## config.mk

```make
export PLATFORM = sky130hd
export DESIGN_NAME = wdmlp_cell
export DESIGN_NICKNAME = d
export VERILOG_FILES = /design/src/rtl/core/wdmlp_pkg.sv /design/src/rtl/core/wdmlp_cell.sv
export SDC_FILE = /design/constraint.sdc
export NUM_CORES = 1
export LEC_CHECK = 0
export BUFFER_PORTS_ARGS = -buffer_cell sky130_fd_sc_hd__buf_2
export CORE_MARGIN = 2
export CORE_UTILIZATION = 48
export CTS_BUF_LIST = sky130_fd_sc_hd__clkbuf_4 sky130_fd_sc_hd__clkbuf_8
export DETAILED_ROUTE_END_ITERATION = 10
export HOLD_SLACK_MARGIN = 0.02
export PLACE_DENSITY = 0.82
export SYNTH_ARGS = -nofsm -noshare
export SYNTH_HDL_FRONTEND = slang
export SYNTH_SLANG_ARGS = --single-unit
```

## constraint.sdc

```tcl
create_clock -name clk -period 3.3 [get_ports clk]
set_input_delay 0.165 -clock clk [delete_from_list [all_inputs] [get_ports clk]]
set_output_delay 0.165 -clock clk [all_outputs]
set_load 0.01 [all_outputs]
```

## src/rtl/core/wdmlp_pkg.sv

```systemverilog
// wdmlp_pkg: shared types, constants and weight functions for the windowed
// decay mean linear predictor. Depends on nothing; used by every rtl/core file.
package wdmlp_pkg;

    // default geometry
    localparam int unsigned WINDOW_TAPS = 5;
    localparam int unsigned SAMPLE_BITS = 16;

    // fixed formats
    localparam int unsigned FILL_W   = 5;   // holds up to 31 taps
    localparam int unsigned WEIGHT_W = 17;  // Q1.16 tap weight
    localparam int unsigned RECIP_W  = 17;  // Q16 reciprocal of weight sum
    localparam int unsigned DATA_W   = 32;  // gain, offset, results

    localparam logic [63:0] ONE_Q16   = 64'd65536;
    localparam logic [63:0] DECAY_Q16 = 64'd45875;  // 0.7 in Q0.16
    localparam logic [63:0] HALF_Q16  = 64'd32768;

    // opcodes carried in tuser
    typedef enum logic [1:0] {
        OP_PREDICT = 2'd0,
        OP_ADD     = 2'd1,
        OP_CLEAR   = 2'd2
    } op_t;

    // register indexes
    localparam logic REG_GAIN   = 1'b0;
    localparam logic REG_OFFSET = 1'b1;

    // control half of the token walking the cell chain
    typedef struct packed {
        logic              vld;
        logic [FILL_W-1:0] fill;
    } ctl_t;

    // w(0) = 1.0, w(k+1) = round(w(k) * 0.7)
    function automatic logic [WEIGHT_W-1:0] tap_weight(input int unsigned k);
        logic [63:0] w;
        w = ONE_Q16;
        for (int unsigned i = 0; i < k; i++)
        begin
            w = (w * DECAY_Q16 + HALF_Q16) >> 16;
        end
        return w[WEIGHT_W-1:0];
    endfunction

    // sum of the first n tap weights
    function automatic logic [63:0] tap_weight_total(input int unsigned n);
        logic [63:0] s;
        s = 64'd0;
        for (int unsigned i = 0; i < n; i++)
        begin
            s = s + {{(64-WEIGHT_W){1'b0}}, tap_weight(i)};
        end
        return s;
    endfunction

endpackage

```

## src/rtl/core/wdmlp_cell.sv

```systemverilog
// wdmlp_cell: one window tap. Holds one sample, shifts it to the next tap,
// and adds its weighted sample to the passing token when its fill covers this tap. Depends on wdmlp_pkg.
module wdmlp_cell #(
    parameter int unsigned SAMPLE_BITS = wdmlp_pkg::SAMPLE_BITS,
    parameter int unsigned TAP         = 0
) (
    input  logic                                clk,
    input  logic                                rst_n,
    input  logic                                shift_en,
    input  logic                                clear,
    input  logic signed [SAMPLE_BITS-1:0]       sample_in,
    output logic signed [SAMPLE_BITS-1:0]       sample_out,
    input  wdmlp_pkg::ctl_t                     ctl_in,
    input  logic signed [SAMPLE_BITS+17:0]      acc_in,
    input  logic [wdmlp_pkg::RECIP_W-1:0]       recip_in,
    output wdmlp_pkg::ctl_t                     ctl_out,
    output logic signed [SAMPLE_BITS+17:0]      acc_out,
    output logic [wdmlp_pkg::RECIP_W-1:0]       recip_out
);

    localparam int unsigned ACC_W = SAMPLE_BITS + 18;
    localparam logic [wdmlp_pkg::WEIGHT_W-1:0] WEIGHT = wdmlp_pkg::tap_weight(TAP);
    localparam logic [63:0] SUM        = wdmlp_pkg::tap_weight_total(TAP + 1);
    localparam logic [63:0] RECIP_FULL = (64'h1_0000_0000 + SUM / 64'd2) / SUM;
    localparam logic [wdmlp_pkg::RECIP_W-1:0] RECIP = RECIP_FULL[wdmlp_pkg::RECIP_W-1:0];
    localparam logic [wdmlp_pkg::FILL_W-1:0] TAP_IDX  = wdmlp_pkg::FILL_W'(TAP);
    localparam logic [wdmlp_pkg::FILL_W-1:0] TAP_FILL = wdmlp_pkg::FILL_W'(TAP + 1);

    logic signed [SAMPLE_BITS-1:0]   sample_reg, sample_next;
    wdmlp_pkg::ctl_t                 ctl_reg;
    logic signed [ACC_W-1:0]         acc_reg, acc_next;
    logic [wdmlp_pkg::RECIP_W-1:0]   recip_reg, recip_next;
    logic signed [ACC_W-1:0]         prod;

    always_comb
    begin
        sample_next = sample_reg;
        if (clear)
        begin
            sample_next = '0;
        end
        else if (shift_en)
        begin
            sample_next = sample_in;
        end
    end

    assign prod = $signed(sample_reg) * $signed({1'b0, WEIGHT});

    always_comb
    begin
        acc_next   = (ctl_in.fill > TAP_IDX) ? acc_in + prod : acc_in;
        recip_next = (ctl_in.fill == TAP_FILL) ? RECIP : recip_in;
    end

    always_ff @(posedge clk or negedge rst_n)
    begin
        if (!rst_n)
        begin
            sample_reg <= '0;
            ctl_reg    <= '0;
        end
        else
        begin
            sample_reg <= sample_next;
            ctl_reg    <= ctl_in;
        end
    end

    always_ff @(posedge clk)
    begin
        acc_reg   <= acc_next;
        recip_reg <= recip_next;
    end

    assign sample_out = sample_reg;
    assign ctl_out    = ctl_reg;
    assign acc_out    = acc_reg;
    assign recip_out  = recip_reg;

endmodule

```

==> impl_metrics.tcl <==
set metrics [dict create \
    arrival_ns 2.82 \
    worst_setup_slack_after_placement_ns 0.7915 \
    worstSetupStartpoint "acc_in[16]" \
    pin_count_of_the_biggest_net_entering_global_routing 24 \
    max_cap_violations 0 \
    syn_to_final_growth_pct 42.78 \
    buffer_ports.inserted 149 \
    powerDensity_mw_per_mm2 462.9 \
    worst_slew_margin_rel_pct 45.34 \
    placement.cell_area_mm2 0.003983 \
    synth-async-reset-ratio_pct 30.14 \
    result_of_the_run "finished, violations left" \
    worstSetupStartpointType "input pin" \
    ctsRootBufferMaster "sky130_fd_sc_hd__clkbuf_8" \
    cts.path.max_buffers 2 \
    timing_worst_slew_pin_value_ns 0.8199 \
    fin_ws_ns 0.7251 \
    synthesis.area_per_instance_um2 10.41 \
    total_placed_cells_including_tap_cells 520 \
    instances_no_fill 577 \
    post_drt_via_cell_ratio 5.187 \
    worstPathRequired_ns 3.55 \
    setup_total_negative_slack_ns 0 \
    drv_slew 0 \
    clock_transition_time_at_the_flip_flop_clock_pins_of_the_worst_setup_and_hold_paths_ns 0.08 \
    maximum_fanout_encountered_on_the_critical_timing_path 4 \
    hold_path_class "in -> reg" \
    synth_sequential_area_ratio_pct 49.02 \
    synth_fp_nets 403 \
    antenna_cells 0 \
    fin_area_mm2 0.004577 \
    layout_nets 590 \
    finalCritPeriodShare_pct 78.03 \
    setup.worst_path.class "in -> reg" \
    design_power_total_mw 2.118 \
    finClkSkew_ns 0.01176 \
    setup_violations 0 \
    cts_tree "done" \
    finish.utilization_pct 71.26 \
    wl_per_cell_um 15.46 \
    register_bit_count_reported_by_yosys 73 \
    worst_r2r_path_depth 8 \
    die_height_um 85.72 \
    die_w_um 85.72 \
    grt_antenna_before_repair 0 \
    clkLatencyLatePin_ns 0.36 \
    ir_worst_vdd_uv 319.6 \
    cts_inserted_buffers 9 \
    initial_cell_density_of_the_core_pct 49.91 \
    route.detailed.drc 7 \
    total_leakage_power_nw 2.259 \
    core-area_mm2 0.006422 \
    cts.repair.resized 0 \
    globalRoute.totalOverflow 0 \
    grt_first_pass_wirelength_um 14340 \
    timing_hold_violations_final 0 \
    die_area_mm2 0.007348 \
    crit_path_end_kind "flop" \
    timing.fmax_mhz 388.4 \
    routed_wl_um 8920 \
    drive_above_1_share_pct 36.00 \
    ant_nets 0 \
    number_of_distinct_library_cells_after_synthesis 57 \
    yosys_most_used_dff "sky130_fd_sc_hd__dfxtp_1" \
    total_via_count_in_the_routed_design 2993 \
    period_minus_slack_ns 2.575 \
    setup.reg_to_reg.worst_slack_ns 0.78 \
    crit_end "acc_out[32]$_DFF_P_" \
    clock_sink_count 73 \
    synth-edff-count 0 \
    r2r_end "acc_out[32]$_DFF_P_" \
    final_gp_congestion 0.9123 \
    yosysWarnings 0 \
    grt_setup_unrepaired "false" \
    num_io_pins 150 \
    via_count_of_the_first_global_routing_pass 3028 \
    first_pass_iters 10 \
    hold-worst-slack_ns 0.04033 \
    syn-cell-area_mm2 0.003206 \
    initialDrtViolationCount 121 \
    detailed_place_hpwl_um 6006 \
    global_route.usage.total_pct 25.16 \
    placementRows 29 \
    failed_checks "design-rule violations" \
    worst_r2r_startpoint "sample_out[0]$_DFFE_PN0P_" \
    netlist_instances 308 \
    cts.htree.levels 3 \
]
-- what timing repair did --
action	4_1_cts	5_1_grt
endpoints found under the setup margin	0	0
hold endpoints to repair	62	0
setup buffers	0	0
hold buffers	41	0
-- synth_stat cells, types with 3 or more instances --
master / count / area share [%]
sky130_fd_sc_hd__buf_2: 4 / 0.62
sky130_fd_sc_hd__buf_4: 3 / 0.70
sky130_fd_sc_hd__nor2_1: 34 / 4.0
sky130_fd_sc_hd__inv_1: 4 / 0.47
sky130_fd_sc_hd__nor2b_1: 3 / 0.59
sky130_fd_sc_hd__nand2_1: 20 / 2.3
sky130_fd_sc_hd__o21ai_0: 14 / 2.2
sky130_fd_sc_hd__ha_1: 17 / 6.6
sky130_fd_sc_hd__xnor2_1: 8 / 2.2
sky130_fd_sc_hd__and2_1: 17 / 3.3
sky130_fd_sc_hd__nand4_1: 4 / 0.78
sky130_fd_sc_hd__nand3_1: 4 / 0.62
sky130_fd_sc_hd__xor2_1: 4 / 1.1
sky130_fd_sc_hd__a21oi_1: 20 / 3.1
sky130_fd_sc_hd__clkbuf_1: 6 / 0.70
sky130_fd_sc_hd__mux2i_1: 17 / 5.3
sky130_fd_sc_hd__a21o_1: 6 / 1.4
sky130_fd_sc_hd__dfxtp_1: 51 / 32
sky130_fd_sc_hd__dfrtp_1: 22 / 17
sky130_fd_sc_hd__nand2b_1: 3 / 0.59
-- where the power goes --
| group | internal [mW] | total [mW] | switching (mW) |
|---|---|---|---|
| Clock | 0.284 | 0.654 | 0.370 |
| Combinational | 0.229 | 0.472 | 0.243 |
| Sequential | 0.964 | 0.992 | 0.0282 |
| Total | 1.48 | 2.12 | 0.641 |
-- cell families (layout without fill, tap and decap cells) --
| kind of cell | after synthesis | after routing | share of synthesized area, % |
|---|---|---|---|
| simple gates | 104 | 104 | 17.76 |
| flops | 73 | 73 | 49.02 |
| compound gates | 65 | 65 | 14.64 |
| buf+inv | 19 | 211 | 2.732 |
| fa+ha+maj | 18 | 18 | 7.260 |
| mux | 17 | 17 | 5.308 |
| xor+xnor | 12 | 12 | 3.279 |
-- flip-flops by register name (all words and copies together), names as in the netlist --
| register | count |
|---|---|
| sample_out | 16 |
| ctl_out | 6 |
| recip_out | 17 |
| acc_out | 34 |
-- how the worst min path moves through the flow --
stage	slack, ns	cells after the start	to	startpoint
2_1_floorplan	-0.13	0	ctl_out[0]$_DFF_PN0_	rst_n
3_3_place_gp	0.15	1	ctl_out[5]$_DFF_PN0_	rst_n
3_5_place_dp	0.16	1	sample_out[2]$_DFFE_PN0P_	rst_n
4_1_cts	0.02	2	recip_out[15]$_SDFF_PN0_	recip_in[15]
5_1_grt	0.04	2	recip_out[15]$_SDFF_PN0_	recip_in[15]
6_report	0.04	2	recip_out[15]$_SDFF_PN0_	recip_in[15]
-- final cells by class --
cell class	instances	area [µm²]
timing repair buffer	191	1164
clock buffer	9	123.9
tap	77	96.34
sequential	73	1572
clock inverter	7	60.06
fill	460	1846
inverter	4	15.01
multi-input combinational	216	1546
-- worst max-delay path, stage by stage --
cell	delay, ns
sky130_fd_sc_hd__dlygate4sd3_1	0.54
sky130_fd_sc_hd__buf_2	0.13
sky130_fd_sc_hd__ha_1	0.20
sky130_fd_sc_hd__fa_1	0.45
sky130_fd_sc_hd__a211oi_2	0.30
sky130_fd_sc_hd__o211ai_2	0.16
sky130_fd_sc_hd__a2111oi_4	0.41
sky130_fd_sc_hd__nor3_4	0.11
sky130_fd_sc_hd__nor4b_4	0.28
sky130_fd_sc_hd__nor4_2	0.07
-- cells in the final DEF, fill, tap and decap left out, drive strengths merged, types with 7 or more instances in the layout --
cell	n
buf	150
dfxtp	51
dlygate4sd3	41
nor2	36
dfrtp	22
a21oi	20
nand2	20
mux2i	17
and2	17
ha	17
o21ai	15
clkbuf	9
xnor2	8
inv	7
-- layer usage --
metal,wire length (µm),global-route usage [%]
met1,3581,29.46
met2,4415,43.32
met3,760,7.892
met4,163,9.235
met5,0,0
Power figures use the tool's default switching activity.
