**config.mk**
```make
export PLATFORM = sky130hd
export DESIGN_NAME = wdmlp_post
export DESIGN_NICKNAME = d
export VERILOG_FILES = /design/src/rtl/core/wdmlp_pkg.sv /design/src/rtl/core/wdmlp_post.sv
export SDC_FILE = /design/constraint.sdc
export NUM_CORES = 2
export LEC_CHECK = 0
export BUFFER_PORTS_ARGS = -buffer_cell sky130_fd_sc_hd__buf_4
export CORE_AREA = 3 3 408 410
export DETAILED_ROUTE_END_ITERATION = 7
export DIE_AREA = 0 0 411 413
export HOLD_SLACK_MARGIN = 0.15
export SLEW_MARGIN = 20
export SYNTH_ARGS = -nofsm -noshare
export SYNTH_HDL_FRONTEND = slang
export SYNTH_SLANG_ARGS = --single-unit
```
**constraint.sdc**
```tcl
create_clock -name clk -period 10.3 [get_ports clk]
set_input_delay 1.545 -clock clk [delete_from_list [all_inputs] [get_ports clk]]
set_output_delay 1.545 -clock clk [all_outputs]
set_load 0.01 [all_outputs]
```
**src/rtl/core/wdmlp_pkg.sv**
```systemverilog
// wdmlp_pkg: shared types, constants and weight functions for the windowed
// decay mean linear predictor. Depends on nothing; used by every rtl/core file.
package wdmlp_pkg;

    // default geometry
    localparam int unsigned WINDOW_TAPS = 5;
    localparam int unsigned SAMPLE_BITS = 16;

    // fixed formats
    localparam int unsigned FILL_W   = 5;   // holds up to 31 taps
    localparam int unsigned WEIGHT_W = 17;  // Q1.16 tap weight
    localparam int unsigned RECIP_W  = 17;  // Q16 reciprocal of weight sum
    localparam int unsigned DATA_W   = 32;  // gain, offset, results

    localparam logic [63:0] ONE_Q16   = 64'd65536;
    localparam logic [63:0] DECAY_Q16 = 64'd45875;  // 0.7 in Q0.16
    localparam logic [63:0] HALF_Q16  = 64'd32768;

    // opcodes carried in tuser
    typedef enum logic [1:0] {
        OP_PREDICT = 2'd0,
        OP_ADD     = 2'd1,
        OP_CLEAR   = 2'd2
    } op_t;

    // register indexes
    localparam logic REG_GAIN   = 1'b0;
    localparam logic REG_OFFSET = 1'b1;

    // control half of the token walking the cell chain
    typedef struct packed {
        logic              vld;
        logic [FILL_W-1:0] fill;
    } ctl_t;

    // w(0) = 1.0, w(k+1) = round(w(k) * 0.7)
    function automatic logic [WEIGHT_W-1:0] tap_weight(input int unsigned k);
        logic [63:0] w;
        w = ONE_Q16;
        for (int unsigned i = 0; i < k; i++)
        begin
            w = (w * DECAY_Q16 + HALF_Q16) >> 16;
        end
        return w[WEIGHT_W-1:0];
    endfunction

    // sum of the first n tap weights
    function automatic logic [63:0] tap_weight_total(input int unsigned n);
        logic [63:0] s;
        s = 64'd0;
        for (int unsigned i = 0; i < n; i++)
        begin
            s = s + {{(64-WEIGHT_W){1'b0}}, tap_weight(i)};
        end
        return s;
    endfunction

endpackage

```
**src/rtl/core/wdmlp_post.sv**
```systemverilog
// wdmlp_post: normalization, gain and offset stages plus the output register.
// Takes the finished token from the cell chain. Depends on wdmlp_pkg.
module wdmlp_post #(
    parameter int unsigned SAMPLE_BITS = wdmlp_pkg::SAMPLE_BITS
) (
    input  logic                                  clk,
    input  logic                                  rst_n,
    input  logic signed [wdmlp_pkg::DATA_W-1:0]   gain,
    input  logic signed [wdmlp_pkg::DATA_W-1:0]   offset,
    input  wdmlp_pkg::ctl_t                       ctl_in,
    input  logic signed [SAMPLE_BITS+17:0]        acc_in,
    input  logic [wdmlp_pkg::RECIP_W-1:0]         recip_in,
    output logic                                  busy,
    output logic                                  out_valid,
    input  logic                                  out_ready,
    output logic signed [wdmlp_pkg::DATA_W-1:0]   prediction,
    output logic signed [wdmlp_pkg::DATA_W-1:0]   smoothed_mean,
    output logic                                  saturated
);

    localparam int unsigned ACC_W = SAMPLE_BITS + 18;
    localparam int unsigned HI_W  = ACC_W - 17;                   // upper acc slice
    localparam int unsigned HI_PW = HI_W + wdmlp_pkg::RECIP_W + 1;
    localparam int unsigned LO_PW = 17 + wdmlp_pkg::RECIP_W;
    localparam logic signed [63:0] MAX32 = 64'sh0000_0000_7FFF_FFFF;
    localparam logic signed [63:0] MIN32 = -64'sh0000_0000_8000_0000;
    localparam logic signed [63:0] RND   = 64'sd32768;

    // stage 1: split product acc * recip
    logic                    m1_vld_reg;
    logic signed [HI_PW-1:0] p_hi_reg, p_hi_next;
    logic [LO_PW-1:0]        p_lo_reg, p_lo_next;
    // stage 2: mean
    logic                    m2_vld_reg;
    logic signed [31:0]      mean2_reg, mean2_next;
    // stage 3: gain product
    logic                    m3_vld_reg, m3_vld_next;
    logic signed [63:0]      gp_reg, gp_next;
    logic signed [31:0]      mean3_reg, mean3_next;
    // output register
    logic                    out_vld_reg, out_vld_next;
    logic signed [31:0]      pred_reg, pred_next;
    logic signed [31:0]      mean_out_reg;
    logic                    sat_reg, sat_next;

    logic signed [63:0]      full;
    logic signed [63:0]      m64;
    logic signed [63:0]      p64;
    logic                    stall;
    logic                    load_out;

    assign p_hi_next = $signed(acc_in[ACC_W-1:17]) * $signed({1'b0, recip_in});
    assign p_lo_next = acc_in[16:0] * recip_in;

    always_comb
    begin
        full = {{(64-HI_PW-17){p_hi_reg[HI_PW-1]}}, p_hi_reg, 17'b0}
             + $signed({{(64-LO_PW){1'b0}}, p_lo_reg}) + RND;
        m64  = full >>> 16;
        if (m64 > MAX32)
        begin
            mean2_next = 32'sh7FFF_FFFF;
        end
        else if (m64 < MIN32)
        begin
            mean2_next = -32'sh8000_0000;
        end
        else
        begin
            mean2_next = m64[31:0];
        end
    end

    assign stall    = out_vld_reg && !out_ready;
    assign load_out = m3_vld_reg && !stall;

    always_comb
    begin
        gp_next     = gp_reg;
        mean3_next  = mean3_reg;
        m3_vld_next = m2_vld_reg | (m3_vld_reg & stall);
        if (m2_vld_reg)
        begin
            gp_next    = gain * mean2_reg;
            mean3_next = mean2_reg;
        end
    end

    // the whole sum stays signed so the shift floors negative products
    always_comb
    begin
        p64 = ((gp_reg + RND) >>> 16) + $signed({{32{offset[31]}}, offset});
        if (p64 > MAX32)
        begin
            pred_next = 32'sh7FFF_FFFF;
            sat_next  = 1'b1;
        end
        else if (p64 < MIN32)
        begin
            pred_next = -32'sh8000_0000;
            sat_next  = 1'b1;
        end
        else
        begin
            pred_next = p64[31:0];
            sat_next  = 1'b0;
        end
        out_vld_next = load_out | stall;
    end

    always_ff @(posedge clk or negedge rst_n)
    begin
        if (!rst_n)
        begin
            m1_vld_reg  <= 1'b0;
            m2_vld_reg  <= 1'b0;
            m3_vld_reg  <= 1'b0;
            out_vld_reg <= 1'b0;
        end
        else
        begin
            m1_vld_reg  <= ctl_in.vld;
            m2_vld_reg  <= m1_vld_reg;
            m3_vld_reg  <= m3_vld_next;
            out_vld_reg <= out_vld_next;
        end
    end

    always_ff @(posedge clk)
    begin
        p_hi_reg  <= p_hi_next;
        p_lo_reg  <= p_lo_next;
        mean2_reg <= mean2_next;
        gp_reg    <= gp_next;
        mean3_reg <= mean3_next;
        if (load_out)
        begin
            pred_reg     <= pred_next;
            mean_out_reg <= mean3_reg;
            sat_reg      <= sat_next;
        end
    end

    assign busy          = m1_vld_reg | m2_vld_reg | m3_vld_reg;
    assign out_valid     = out_vld_reg;
    assign prediction    = pred_reg;
    assign smoothed_mean = mean_out_reg;
    assign saturated     = sat_reg;

endmodule
```
==> results.ini <==
[run_status]
outcome = finished, final reports clean

[yosys]
syn_area_per_cell_um2 = 9.55
synth_top_area_cell = fa_1
synth_area_leaders = fa_1, ha_1, inv_1
syn_area_um2 = 65000
synth_edf_count = 146
async_flop_share = 0.0169
netlist.area_leader.share = 0.471
synth_nets = 8935
ys_seq_elements = 236
ys_warn_count = 0
synth_cell_type_count = 86
ys.flop_type = edfxtp_1
ys_seq_area_frac = 0.0955
synthCells = 6802

[clock_network]
cts_setup_buffers = 0
cts-buffers-inserted = 29
cts_max_level = 1
clk_pin_slew_worst_paths_ns = 0.07
cts_num_sinks = 236
cts_hold_buffers = 0
insertion_delay_ns = 0.63
root_buffer = clkbuf_16
cts_tree = built
clockBufferDepth = 3
cts_repair_resize_count = 0

[finish]
regArea_um2 = 6220
drive_gt1_frac = 0.0560
final_nets = 8911
largest_reg_flops = 49
n_fill_cell = 15900
areaGrowthSynthToFinish_pct = 6.91
multi_input_area_um2 = 51900

[die]
initial_utilization = 0.399
io_pins = 191
dieHeight_um = 413
core-area_um2 = 163000
rows = 148
die_area_um2 = 170000
fp.dieW_um = 411

[worst_setup_path]
cpMostUsedCell = fa_1
cp.depth = 26
path_class = input port to flip-flop
required_ns = 10.67
cp_top_family = adder cells
critPathLaunch = gain[16]
end_kind = flip-flop
cp_num_buf_inv = 3
r2r_start = mean2_reg[5]$_SDFF_PN1_
arrival_ns = 9.69
r2r_end = gp_reg[61]$_DFFE_PP_
cpMaxStageDelayCell = fa_1
cp-start-kind = input port
r2r_cells = 25
path_max_fanout = 32
r2r_slack_ns = 1.22
cp-endpoint = gp_reg[61]$_DFFE_PP_
max_stage_delay_ns = 0.56

[route]
drc = 0
wl_per_cell_um = 18.7
drtIter0Drc = 2672
vias = 45200
detail-route-antenna-nets = 0
viasPerCell = 5.03
firstDrtPassIters = 6
wl_mm = 168

[timing]
slew_violations = 0
finalClockSkew_ns = 0.0220
period_share = 0.904
setup_viol = 0
fin_crit_ns = 9.32
slew_headroom = 0.240
setup_tns_ns = 0
hold_viol_final = 0
fmax_mhz = 107
rsz0062_at_grt = no
tightestPinTransition_ns = 1.14

[placed_design]
portBuffers = 185
hpwl_mm = 136
place_congestion = 0.874

[worst_hold_path]
hold_class = flip-flop to flip-flop

[global_route]
grt_usage = 0.204
grt_pass1_vias = 49000
antenna_found_initial = 13
grt_overflow = 0
grt_pass1_wl_mm = 273
grt_max_degree = 48

[flow_run]
maxCapViolations = 0

[metal layers]
| layer | routed length, um | track usage | vias up |
|---|---|---|---|
| met5 | 55 | 0 | - |
| met2 | 80200 | 0.340 | 1210 |
| met1 | 72300 | 0.277 | 23600 |
| met3 | 10800 | 0.0301 | 224 |
| li1 | - | - | 20100 |
| met4 | 4720 | 0.0534 | 8 |
[worst register-to-register path, delay by kind of cell, from the launching register on]
kind	cells	cell delay, ns
XOR/XNOR	1	0.16
AO/OA/AOI/OAI	10	2.74
AND/OR/NAND/NOR	3	0.51
adder cells (fa/ha/maj)	9	4.26
flip-flops	1	1.07
buffers and inverters	2	0.11
[cells in the mapped netlist, types with 3 or more instances]
cell type	n
a2111oi_0	3
a211o_1	4
a211oi_1	6
a21boi_0	7
a21o_1	72
a21oi_1	139
a311oi_1	5
a31o_2	3
a31oi_1	12
and2_1	721
and3_1	31
and4_1	11
buf_2	4
buf_4	3
buf_6	3
clkbuf_1	300
dfrtp_1	4
dfxtp_1	86
edfxtp_1	146
fa_1	1528
ha_1	481
inv_1	1521
nand2_1	920
nand2b_1	40
nand3_1	53
nand3b_1	3
nand4_1	26
nand4b_1	3
nor2_1	99
nor2b_1	54
nor3_1	31
nor4_1	6
o211ai_1	5
o21a_1	24
o21ai_0	78
o21ai_1	11
o21ai_2	33
o21bai_1	24
o22ai_1	4
o31ai_1	5
o41ai_1	3
or2_2	3
or3_1	7
xnor2_1	145
xor2_1	82
[logic make-up (layout without fill, tap and decap cells)]
kind of cell             after synthesis  count (layout)  synth area share
buffers and inverters               1833            1832             0.107
multiplexers                           3               3          0.000481
AO/OA/AOI/OAI                        471             471            0.0484
AND/OR/NAND/NOR                     2023            2023             0.155
adder cells (fa/ha/maj)             2009            2009             0.563
other                                  0               3                 0
XOR/XNOR                             227             227            0.0306
flip-flops                           236             236            0.0955
[cells in the final DEF (no fill, tap or decap), types with 31 or more instances in the layout]
cell type  count
nor2b_1       54
nand2b_1      40
nor2_1        99
and3_1        31
o21ai_0       78
edfxtp_1     146
xnor2_1      145
xor2_1        82
a21o_1        71
ha_1         481
and2_1       720
fa_1        1528
o21ai_2       33
buf_4        257
nand3_1       53
clkbuf_16     31
inv_1       1521
a21oi_1      139
nor3_1        31
dfxtp_1       75
nand2_1      920
[cell type report]
class                      count  area share
antenna                        3    0.000108
clock buffer                  35      0.0117
clock inverter                19     0.00286
inverter                    1521      0.0822
multi-input combinational   4733       0.747
sequential                   236      0.0896
tap                         2175      0.0392
timing repair buffer         257      0.0278
[per-stage QoR]
stage                     worst slack, ns  std cells  hold slack, ns   util  cell area [um^2]
after CTS                            1.05       8976           0.374  0.427             69500
after global placement              0.462       8922           0.355  0.420             68400
after detailed placement            0.355       8922           0.359  0.420             68400
after floorplan                      1.34       6802           0.346      -             65000
after global routing                0.698       8976           0.386  0.427             69500
final                               0.985       8979           0.373  0.427             69500
[worst min-delay path by stage]
| stage | start | endpoint | slack, ns | cells after the start |
|---|---|---|---|---|
| floorplan | m1_vld_reg$_DFF_PN0_ | m2_vld_reg$_DFF_PN0_ | 0.35 | 0 |
| global placement | m1_vld_reg$_DFF_PN0_ | m2_vld_reg$_DFF_PN0_ | 0.35 | 0 |
| detailed placement | m1_vld_reg$_DFF_PN0_ | m2_vld_reg$_DFF_PN0_ | 0.36 | 0 |
| CTS | m1_vld_reg$_DFF_PN0_ | m2_vld_reg$_DFF_PN0_ | 0.37 | 0 |
| global route | m1_vld_reg$_DFF_PN0_ | m2_vld_reg$_DFF_PN0_ | 0.39 | 0 |
| finish | m1_vld_reg$_DFF_PN0_ | m2_vld_reg$_DFF_PN0_ | 0.37 | 0 |
Power is left out: the tool's default activity adds up to more than one toggle a clock period on the data nets, which glitch-free logic cannot reach.
